[config.mk]
export PLATFORM = sky130hd
export DESIGN_NAME = sliding_window_trimmed_mean_unit
export DESIGN_NICKNAME = d
export VERILOG_FILES = /design/src/hdl/swtm_pkg.sv /design/src/hdl/sliding_window_trimmed_mean_unit.sv /design/src/hdl/swtm_cell.sv /design/src/hdl/swtm_divider.sv
export SDC_FILE = /design/constraint.sdc
export NUM_CORES = 2
export LEC_CHECK = 0
export ABC_AREA = 0
export BUFFER_PORTS_ARGS = -buffer_cell sky130_fd_sc_hd__buf_2
export CAP_MARGIN = 20
export CORE_MARGIN = 2
export CORE_UTILIZATION = 51
export DETAILED_ROUTE_END_ITERATION = 8
export GPL_ROUTABILITY_DRIVEN = 0
export PLACE_DENSITY = 0.78
export RECOVER_POWER = 50
export SETUP_SLACK_MARGIN = 0.5
export SLEW_MARGIN = 10
export SYNTH_ARGS = -nofsm -noshare
export SYNTH_HDL_FRONTEND = slang
export SYNTH_SLANG_ARGS = --single-unit
[constraint.sdc]
create_clock -name clk -period 12.38 [get_ports clk]
set_clock_uncertainty 0.15 [all_clocks]
set_input_delay 1.238 -clock clk [delete_from_list [all_inputs] [get_ports clk]]
set_output_delay 1.238 -clock clk [all_outputs]
set_load 0.005 [all_outputs]
[src/hdl/swtm_pkg.sv]
// Package for the sliding-window trimmed-mean unit.
// Window geometry, derived widths, cell word and control types, sequencer states.
// No dependencies.
`timescale 1ns / 1ps

package swtm_pkg;

  localparam int WINDOW_LEN = 30;
  localparam int DROP_HIGH  = 2;
  localparam int KEEP_COUNT = 25;

  localparam int SAMPLE_W   = 16;
  localparam int LAST_RANK  = (DROP_HIGH + KEEP_COUNT > WINDOW_LEN) ?
                              WINDOW_LEN : DROP_HIGH + KEEP_COUNT;
  localparam int DIVISOR    = (KEEP_COUNT == 0) ? 1 : KEEP_COUNT;

  localparam int IDX_W      = $clog2(WINDOW_LEN);
  localparam int AGE_W      = $clog2(WINDOW_LEN);
  localparam int SUM_W      = SAMPLE_W + $clog2(WINDOW_LEN);

  // floor(2^SUM_W / DIVISOR); estimate is low by at most one
  localparam int RECIP_W    = SUM_W + 1;
  localparam longint unsigned RECIP = (64'd1 << SUM_W) / DIVISOR;
  localparam int PROD_W     = SUM_W + RECIP_W;

  typedef struct packed {
    logic                vld;
    logic [SAMPLE_W-1:0] val;
    logic [AGE_W-1:0]    age;
  } swtm_entry_t;

  typedef struct packed {
    logic                del_en;
    logic                ins_en;
    logic [SAMPLE_W-1:0] ins_value;
  } swtm_ctl_t;

  typedef enum logic [2:0] {
    ST_IDLE,
    ST_INS,
    ST_SUM,
    ST_MUL,
    ST_OUT
  } swtm_state_t;

endpackage

[src/hdl/sliding_window_trimmed_mean_unit.sv]
// Sliding-window trimmed-mean unit: top level with cell row, summing sequencer
// and output register. Depends on swtm_pkg, swtm_cell, swtm_divider.
//
// Usage:
//   Input channel in_valid/in_ready/in_sample carries one 16-bit word per item.
//   Output channel out_valid/out_ready/out_filtered returns one word per item:
//   floor of the mean of ranks DROP_HIGH .. DROP_HIGH+KEEP_COUNT-1 of the
//   WINDOW_LEN most recent samples, ranked largest first.
//   The window is kept sorted in a row of WINDOW_LEN cells. The accept cycle
//   drops the oldest word, the next cycle inserts the new one, then the
//   sequencer walks the row one rank per cycle summing the kept ranks, then
//   the reciprocal divide is loaded in ST_MUL and taken in ST_OUT.
//   A new word is not taken until the last one has been summed and divided.
//   in_ready is high only while the sequencer is idle. A result waiting on
//   out_ready does not block the next accept; the sequencer holds in its last
//   state until the output register is free.
//   Reset (rst_n low, synchronous) clears the window to zeros, which rank in
//   with the first samples, and drops any pending result.
`timescale 1ns / 1ps

module sliding_window_trimmed_mean_unit (
  input  logic                          clk,
  input  logic                          rst_n,
  input  logic                          in_valid,
  output logic                          in_ready,
  input  logic [swtm_pkg::SAMPLE_W-1:0] in_sample,
  output logic                          out_valid,
  input  logic                          out_ready,
  output logic [swtm_pkg::SAMPLE_W-1:0] out_filtered
);

  import swtm_pkg::*;

  swtm_state_t state_r, state_nxt;
  logic [SAMPLE_W-1:0] sample_r;
  logic [IDX_W-1:0]    idx_r, idx_nxt;
  logic [SUM_W-1:0]    acc_r, acc_nxt;
  logic                out_valid_r, out_valid_nxt;
  logic [SAMPLE_W-1:0] out_data_r;

  swtm_ctl_t   ctl;
  swtm_entry_t cell_q  [WINDOW_LEN];
  logic        cell_gt [WINDOW_LEN];
  logic        cell_del[WINDOW_LEN];
  logic [SAMPLE_W-1:0] quot;
  logic        in_acc;
  logic        out_load;
  logic        div_load;
  logic        kept;

  assign in_ready = (state_r == ST_IDLE);
  assign in_acc   = in_valid && in_ready;

  assign ctl.del_en    = in_acc;
  assign ctl.ins_en    = (state_r == ST_INS);
  assign ctl.ins_value = sample_r;

  genvar g;
  generate
    for (g = 0; g < WINDOW_LEN; g++) begin : g_cell
      swtm_entry_t up_w;
      swtm_entry_t dn_w;
      logic        up_gt_w;
      logic        del_w;

      if (g == 0) begin : g_head
        assign up_w    = '0;
        assign up_gt_w = 1'b0;
        assign del_w   = 1'b0;
      end else begin : g_mid
        assign up_w    = cell_q[g-1];
        assign up_gt_w = cell_gt[g-1];
        assign del_w   = cell_del[g-1];
      end

      if (g == WINDOW_LEN - 1) begin : g_tail
        assign dn_w = '0;
      end else begin : g_body
        assign dn_w = cell_q[g+1];
      end

      swtm_cell u_cell (
        .clk       (clk),
        .rst_n     (rst_n),
        .rst_age_i (AGE_W'(g)),
        .ctl_i     (ctl),
        .up_i      (up_w),
        .up_gt_i   (up_gt_w),
        .dn_i      (dn_w),
        .del_i     (del_w),
        .q_o       (cell_q[g]),
        .gt_o      (cell_gt[g]),
        .del_o     (cell_del[g])
      );
    end
  endgenerate

  assign div_load = (state_r == ST_MUL);

  swtm_divider u_div (
    .clk    (clk),
    .load_i (div_load),
    .sum_i  (acc_r),
    .quot_o (quot)
  );

  assign kept = (int'(idx_r) >= DROP_HIGH) && (int'(idx_r) < LAST_RANK);

  always_comb begin
    state_nxt     = state_r;
    idx_nxt       = idx_r;
    acc_nxt       = acc_r;
    out_load      = 1'b0;
    out_valid_nxt = out_valid_r && !out_ready;
    unique case (state_r)
      ST_IDLE: begin
        if (in_acc) begin
          state_nxt = ST_INS;
        end
      end
      ST_INS: begin
        idx_nxt   = '0;
        acc_nxt   = '0;
        state_nxt = ST_SUM;
      end
      ST_SUM: begin
        if (kept) begin
          acc_nxt = acc_r + SUM_W'(cell_q[idx_r].val);
        end
        idx_nxt = idx_r + 1'b1;
        if (idx_r == IDX_W'(WINDOW_LEN - 1)) begin
          state_nxt = ST_MUL;
        end
      end
      ST_MUL: begin
        state_nxt = ST_OUT;
      end
      ST_OUT: begin
        if (!out_valid_r || out_ready) begin
          out_load      = 1'b1;
          out_valid_nxt = 1'b1;
          state_nxt     = ST_IDLE;
        end
      end
      default: begin
        state_nxt = ST_IDLE;
      end
    endcase
  end

  always_ff @(posedge clk) begin
    if (!rst_n) begin
      state_r     <= ST_IDLE;
      out_valid_r <= 1'b0;
      idx_r       <= '0;
    end else begin
      state_r     <= state_nxt;
      out_valid_r <= out_valid_nxt;
      idx_r       <= idx_nxt;
    end
  end

  always_ff @(posedge clk) begin
    acc_r <= acc_nxt;
    if (in_acc) begin
      sample_r <= in_sample;
    end
    if (out_load) begin
      out_data_r <= quot;
    end
  end

  assign out_valid    = out_valid_r;
  assign out_filtered = out_data_r;

  // row status for checks
  logic [WINDOW_LEN-1:0] age_zero_vec;
  logic [WINDOW_LEN-1:0] vld_vec;
  logic                  sorted_ok;

  always_comb begin
    sorted_ok = 1'b1;
    for (int i = 0; i < WINDOW_LEN; i++) begin
      age_zero_vec[i] = cell_q[i].vld && (cell_q[i].age == '0);
      vld_vec[i]      = cell_q[i].vld;
    end
    for (int i = 0; i < WINDOW_LEN - 1; i++) begin
      if (cell_q[i].val < cell_q[i+1].val) begin
        sorted_ok = 1'b0;
      end
    end
  end

`ifndef NO_ASSERTIONS
  a_accept_to_ins: assert property (@(posedge clk) disable iff (!rst_n)
    in_valid && in_ready |=> state_r == ST_INS)
    else $error("accepted word did not start insert");

  a_one_newest: assert property (@(posedge clk) disable iff (!rst_n)
    state_r == ST_SUM |-> $countones(age_zero_vec) == 1)
    else $error("window does not hold exactly one newest word");

  a_row_full: assert property (@(posedge clk) disable iff (!rst_n)
    state_r == ST_SUM |-> &vld_vec)
    else $error("empty cell in window during sum");

  a_row_sorted: assert property (@(posedge clk) disable iff (!rst_n)
    state_r == ST_SUM |-> sorted_ok)
    else $error("window row not in descending order");
`endif

endmodule

[src/hdl/swtm_cell.sv]
// One rank of the sorted window: holds a value, its age and a valid flag.
// Delete shifts up from the cell below; insert shifts down from the cell above.
// Depends on swtm_pkg.
`timescale 1ns / 1ps

module swtm_cell (
  input  logic                      clk,
  input  logic                      rst_n,
  input  logic [swtm_pkg::AGE_W-1:0] rst_age_i,
  input  swtm_pkg::swtm_ctl_t       ctl_i,
  input  swtm_pkg::swtm_entry_t     up_i,
  input  logic                      up_gt_i,
  input  swtm_pkg::swtm_entry_t     dn_i,
  input  logic                      del_i,
  output swtm_pkg::swtm_entry_t     q_o,
  output logic                      gt_o,
  output logic                      del_o
);

  import swtm_pkg::*;

  swtm_entry_t ent_r, ent_nxt;

  assign q_o   = ent_r;
  // new word ranks above this cell (empty cells rank lowest)
  assign gt_o  = !ent_r.vld || (ctl_i.ins_value > ent_r.val);
  // oldest word sits here or above
  assign del_o = del_i || (ent_r.vld && (ent_r.age == AGE_W'(WINDOW_LEN - 1)));

  always_comb begin
    ent_nxt = ent_r;
    if (ctl_i.del_en && del_o) begin
      ent_nxt = dn_i;
    end else if (ctl_i.ins_en) begin
      if (gt_o) begin
        if (up_gt_i) begin
          ent_nxt     = up_i;
          ent_nxt.age = up_i.age + 1'b1;
        end else begin
          ent_nxt.vld = 1'b1;
          ent_nxt.val = ctl_i.ins_value;
          ent_nxt.age = '0;
        end
      end else begin
        ent_nxt.age = ent_r.age + 1'b1;
      end
    end
  end

  always_ff @(posedge clk) begin
    if (!rst_n) begin
      ent_r.vld <= 1'b1;
      ent_r.val <= '0;
      ent_r.age <= rst_age_i;
    end else begin
      ent_r <= ent_nxt;
    end
  end

endmodule

[src/hdl/swtm_divider.sv]
// Constant divide of the trimmed sum by the keep count.
// Reciprocal multiply registered, then one compare-and-subtract correction.
// Depends on swtm_pkg.
`timescale 1ns / 1ps

module swtm_divider (
  input  logic                          clk,
  input  logic                          load_i,
  input  logic [swtm_pkg::SUM_W-1:0]    sum_i,
  output logic [swtm_pkg::SAMPLE_W-1:0] quot_o
);

  import swtm_pkg::*;

  logic [SUM_W-1:0]  sum_r;
  logic [PROD_W-1:0] prod_r;
  logic [SUM_W-1:0]  q_est;
  logic [SUM_W-1:0]  back;
  logic [SUM_W-1:0]  rem;
  logic [SUM_W-1:0]  q_fix;

  always_ff @(posedge clk) begin
    if (load_i) begin
      sum_r  <= sum_i;
      prod_r <= PROD_W'(sum_i) * PROD_W'(RECIP_W'(RECIP));
    end
  end

  always_comb begin
    // product scaled by 2^SUM_W
    q_est = prod_r[SUM_W +: SUM_W];
    back  = SUM_W'(q_est * SUM_W'(DIVISOR));
    rem   = sum_r - back;
    q_fix = (rem >= SUM_W'(DIVISOR)) ? q_est + 1'b1 : q_est;
  end

  assign quot_o = q_fix[SAMPLE_W-1:0];

endmodule

==> metrics.csv <==
stage;metric;value;unit
drt;Antenna Nets Post-Route;0;
timing;Slew HR;-135;%
setup_path;RR Endpoint;acc_r[19]$_SDFFCE_PN0P_;
die;DIE AREA;0.130;sq mm
yosys;post-synthesis cell count;7747;
die;Die Width;360;um
clocking;Post-CTS Setup Repair Bufs;0;
drt;DRT Wirelength;207000;um
clocking;cts repair resizes;0;
setup_path;critical path type;reg2reg;
timing;final setup fails;0;
yosys;Post-synth ARST share;0;%
timing;min cycle time layout;9.00;ns
timing;TNS Setup;0;ns
yosys;Synth cell types;93;
hold_path;Hold Path Class;reg2reg;
yosys;Yosys reg bits;760;
drt;1st-iter DRT viols;7275;
grt;vias in the first global route;58930;
placed_design;detailed placement HPWL;151000;um
setup_path;Startpoint Class;flop;
final_layout;share of cells above drive strength 1;6.55;%
timing;pin slew with the least headroom to its limit;3.53;ns
pwr;Reg power frac;28.3;%
placed_design;placed cell area;0.0663;sq mm
setup_path;RR Startpoint;idx_r[0]$_SDFFE_PN0N_;
yosys;Synth area leader;dfxtp_1;
timing;crit share post-route;72.7;%
job;max cap viols;28;
die;core area;0.126;sq mm
yosys;top-area cell type share of the netlist area;20.7;%
drt;DR vias;60930;
drt;number of remaining DRC errors;0;
die;io pins;38;
die;Std-Cell Rows;130;
run_status;status;finished, violations left;
pwr;Peak VDD IR;0.000217;V
clocking;Reg clk slew, reported paths;0.06;ns
pwr;P_leak;27.1;nW
pwr;Pint;6.31;mW
final_layout;# nets final;8524;
run_status;failing checks;capacitance limit, slew limit;
timing;Final Hold Fails;0;
pwr;P_sw;4.22;mW
setup_path;Reg2Reg Setup Slack;3.38;ns
timing;Max Fclk;0.111;GHz
clocking;H-tree levels;3;
setup_path;crit-path max FO;47;
clocking;# hold bufs at CTS;0;
clocking;CTS tree;yes;
die;starting density of the core;51.4;%
timing;fin. max-slew vios;951;
yosys;synthesized area;0.0646;sq mm
yosys;synth warn;0;
pwr;Sw Share;40.1;%
yosys;Mapped Avg Cell Area;8.34;sq um
clocking;Root Buffer Master;clkbuf_16;
final_layout;post-route cell area;0.0693;sq mm
setup_path;crit path DAT;9.30;ns
hold_path;HP Start;g_cell[1].u_cell.q_o[10]$_SDFFE_PN0P_;
hold_path;Hold Path Stages;2;
setup_path;Critical Path RT;12.68;ns
timing;RSZ-0062 raised after global routing;no;
clocking;Clk Latency, worst-skew pair;0.75;ns
grt;grt ovf;0;
setup_path;R2R depth;15;
yosys;top area cells in the synthesized netlist;dfxtp_1 21%, ha_1 15%, mux2i_1 5.4%;
yosys;Synth top cells by count;796 x ha_1, 743 x inv_1, 680 x nor2_1;
grt;Total Routing Usage GR;30.9;%
pwr;Comb power frac;44.8;%
timing;final hold slack;0.348;ns
grt;initial antenna violation count;3;
pwr;Cell Pwr Density;152;mW/mm^2
yosys;count leader, synth;ha_1;
setup_path;endpoint class of the critical path;flop;
grt;largest net degree at the start of global routing;136;
yosys;Main synth FF type;dfxtp_1;
clocking;worst-case clock buffer depth;3;
yosys;Seq/Total Area, Yosys;25.0;%
yosys;EDFF count, synth;91;
drt;Via density;6.58;
hold_path;WHS Endpoint;g_cell[1].u_cell.q_o[10]$_SDFFE_PN0P_;
final_layout;Area growth, synth to finish;7.30;%
die;die height;360;um
clocking;clk sinks;760;
placed_design;I/O Buffers;37;
drt;drt pass-1 iters;9;
grt;first-pass GRT wire length;327000;um
drt;wire per inst;22.3;um
clocking;Num CTS Buffers;92;
pwr;Clk pwr share;26.9;%
yosys;Post-Syn Nets;8733;
-- cell type report --
cell class	instances	area, sq um
Antenna cell	2	5.00
Clock buffer	132	2690
Clock inverter	38	433
Fill cell	11073	56400
Inverter	748	2810
Multi-Input combinational cell	5765	44100
Sequential cell	760	16100
Tap cell	1650	2060
Timing Repair Buffer	171	1100
-- kinds of logic (layout without fill, tap and decap cells) --
| family | Yosys count | after routing | share of synthesized area [%] |
|---|---|---|---|
| and+or+nand+nor | 2115 | 2115 | 15.1 |
| AOI/OAI and AO/OA | 2068 | 2068 | 21.1 |
| buffers and inverters | 1222 | 1089 | 7.15 |
| adders and majority gates | 966 | 966 | 20.7 |
| DFF | 760 | 760 | 25.0 |
| muxes | 468 | 468 | 9.03 |
| xor gates and xnor gates | 148 | 148 | 2.01 |
| other | 0 | 2 | 0 |
-- cells in the final DEF (no fill, tap or decap), drive strengths merged, types with 33 or more instances in the layout --
cell type | synthesis | final
a21o | 127 | 127
a22oi | 71 | 71
a22o | 53 | 53
dfxtp | 669 | 669
a221o | 54 | 54
nand4 | 139 | 139
nor3 | 118 | 118
ha | 796 | 796
o21a | 74 | 74
o221ai | 114 | 114
nand2 | 564 | 564
a31oi | 33 | 33
o22ai | 62 | 62
and2 | 36 | 36
a221oi | 76 | 76
edfxtp | 91 | 91
and3 | 39 | 39
nand2b | 51 | 51
mux2i | 349 | 349
clkbuf | 410 | 177
a211oi | 98 | 98
inv | 745 | 748
mux4 | 89 | 89
a21oi | 571 | 571
o211ai | 101 | 101
fa | 170 | 170
o21ai | 440 | 440
xor2 | 64 | 64
nor2 | 681 | 681
buf | 64 | 126
nand3 | 291 | 291
o31ai | 38 | 38
xnor2 | 84 | 84
or2 | 35 | 35
nor2b | 69 | 69
-- flip-flops by register name, indices dropped and copies added, names as in the netlist --
name and flops:
acc_r 21, g_cell.u_cell.q_o 660, idx_r 5, out_filtered 16
out_valid 1, sample_r 16, state_r 3, u_div.prod_r 17
u_div.sum_r 21
-- metrics by stage --
stage | setup slack (ns) | total power [mW] | std cells | util, %
2_1_floorplan | 6.47 | 6.41 | 7747 | -
3_3_place_gp | 5.79 | 7.37 | 9078 | 52.7
3_5_place_dp | 5.71 | 7.59 | 9084 | 52.8
4_1_cts | 5.72 | 10.5 | 9254 | 55.2
5_1_grt | 3.20 | 11.2 | 9264 | 55.1
6_report | 3.38 | 10.5 | 9266 | 55.1
-- worst max-delay path, stage by stage (launching register included) --
cell	delay (ns)
dfxtp_4	0.69
clkbuf_1	2.52
clkinv_1	1.43
nand2_1	0.44
a221oi_1	0.10
o41ai_1	1.07
ha_1	0.44
o21a_1	0.22
o221a_2	0.29
o31ai_1	0.38
o21ai_0	0.21
a21oi_1	0.24
o21ai_0	0.16
nand3_1	0.12
xnor2_1	0.13
nor2_1	0.06
-- per-layer routing --
metal | vias to the layer above | wire length [um] | global-route usage, %
li1 | 27606 | - | -
met1 | 28991 | 80900 | 39.8
met2 | 3547 | 91900 | 48.4
met3 | 784 | 21900 | 6.41
met4 | 2 | 12100 | 16.7
met5 | - | 18 | 0
-- worst max-delay path by stage --
stage	from	endpoint	slack [ns]	cells past startpoint
final	idx_r[0]$_SDFFE_PN0N_	acc_r[19]$_SDFFCE_PN0P_	3.38	15
after global routing	idx_r[0]$_SDFFE_PN0N_	acc_r[19]$_SDFFCE_PN0P_	3.20	16
after CTS	acc_r[10]$_SDFFCE_PN0P_	u_div.prod_r[37]$_DFFE_PP_	5.72	19
after detailed placement	acc_r[10]$_SDFFCE_PN0P_	u_div.prod_r[37]$_DFFE_PP_	5.71	19
after global placement	acc_r[10]$_SDFFCE_PN0P_	u_div.prod_r[37]$_DFFE_PP_	5.79	19
after floorplan	acc_r[10]$_SDFFCE_PN0P_	u_div.prod_r[37]$_DFFE_PP_	6.47	19
-- power groups by stage --
stage               Sequential (mW)  Clock (mW)  Combinational [mW]
floorplan                      2.94           0                3.47
global placement               3.01           0                4.36
detailed placement             3.02           0                4.57
CTS                            2.97        2.84                4.64
global route                   3.00        2.94                5.23
finish                         2.98        2.83                4.72
Note: power is estimated with default switching activity, not from simulation.
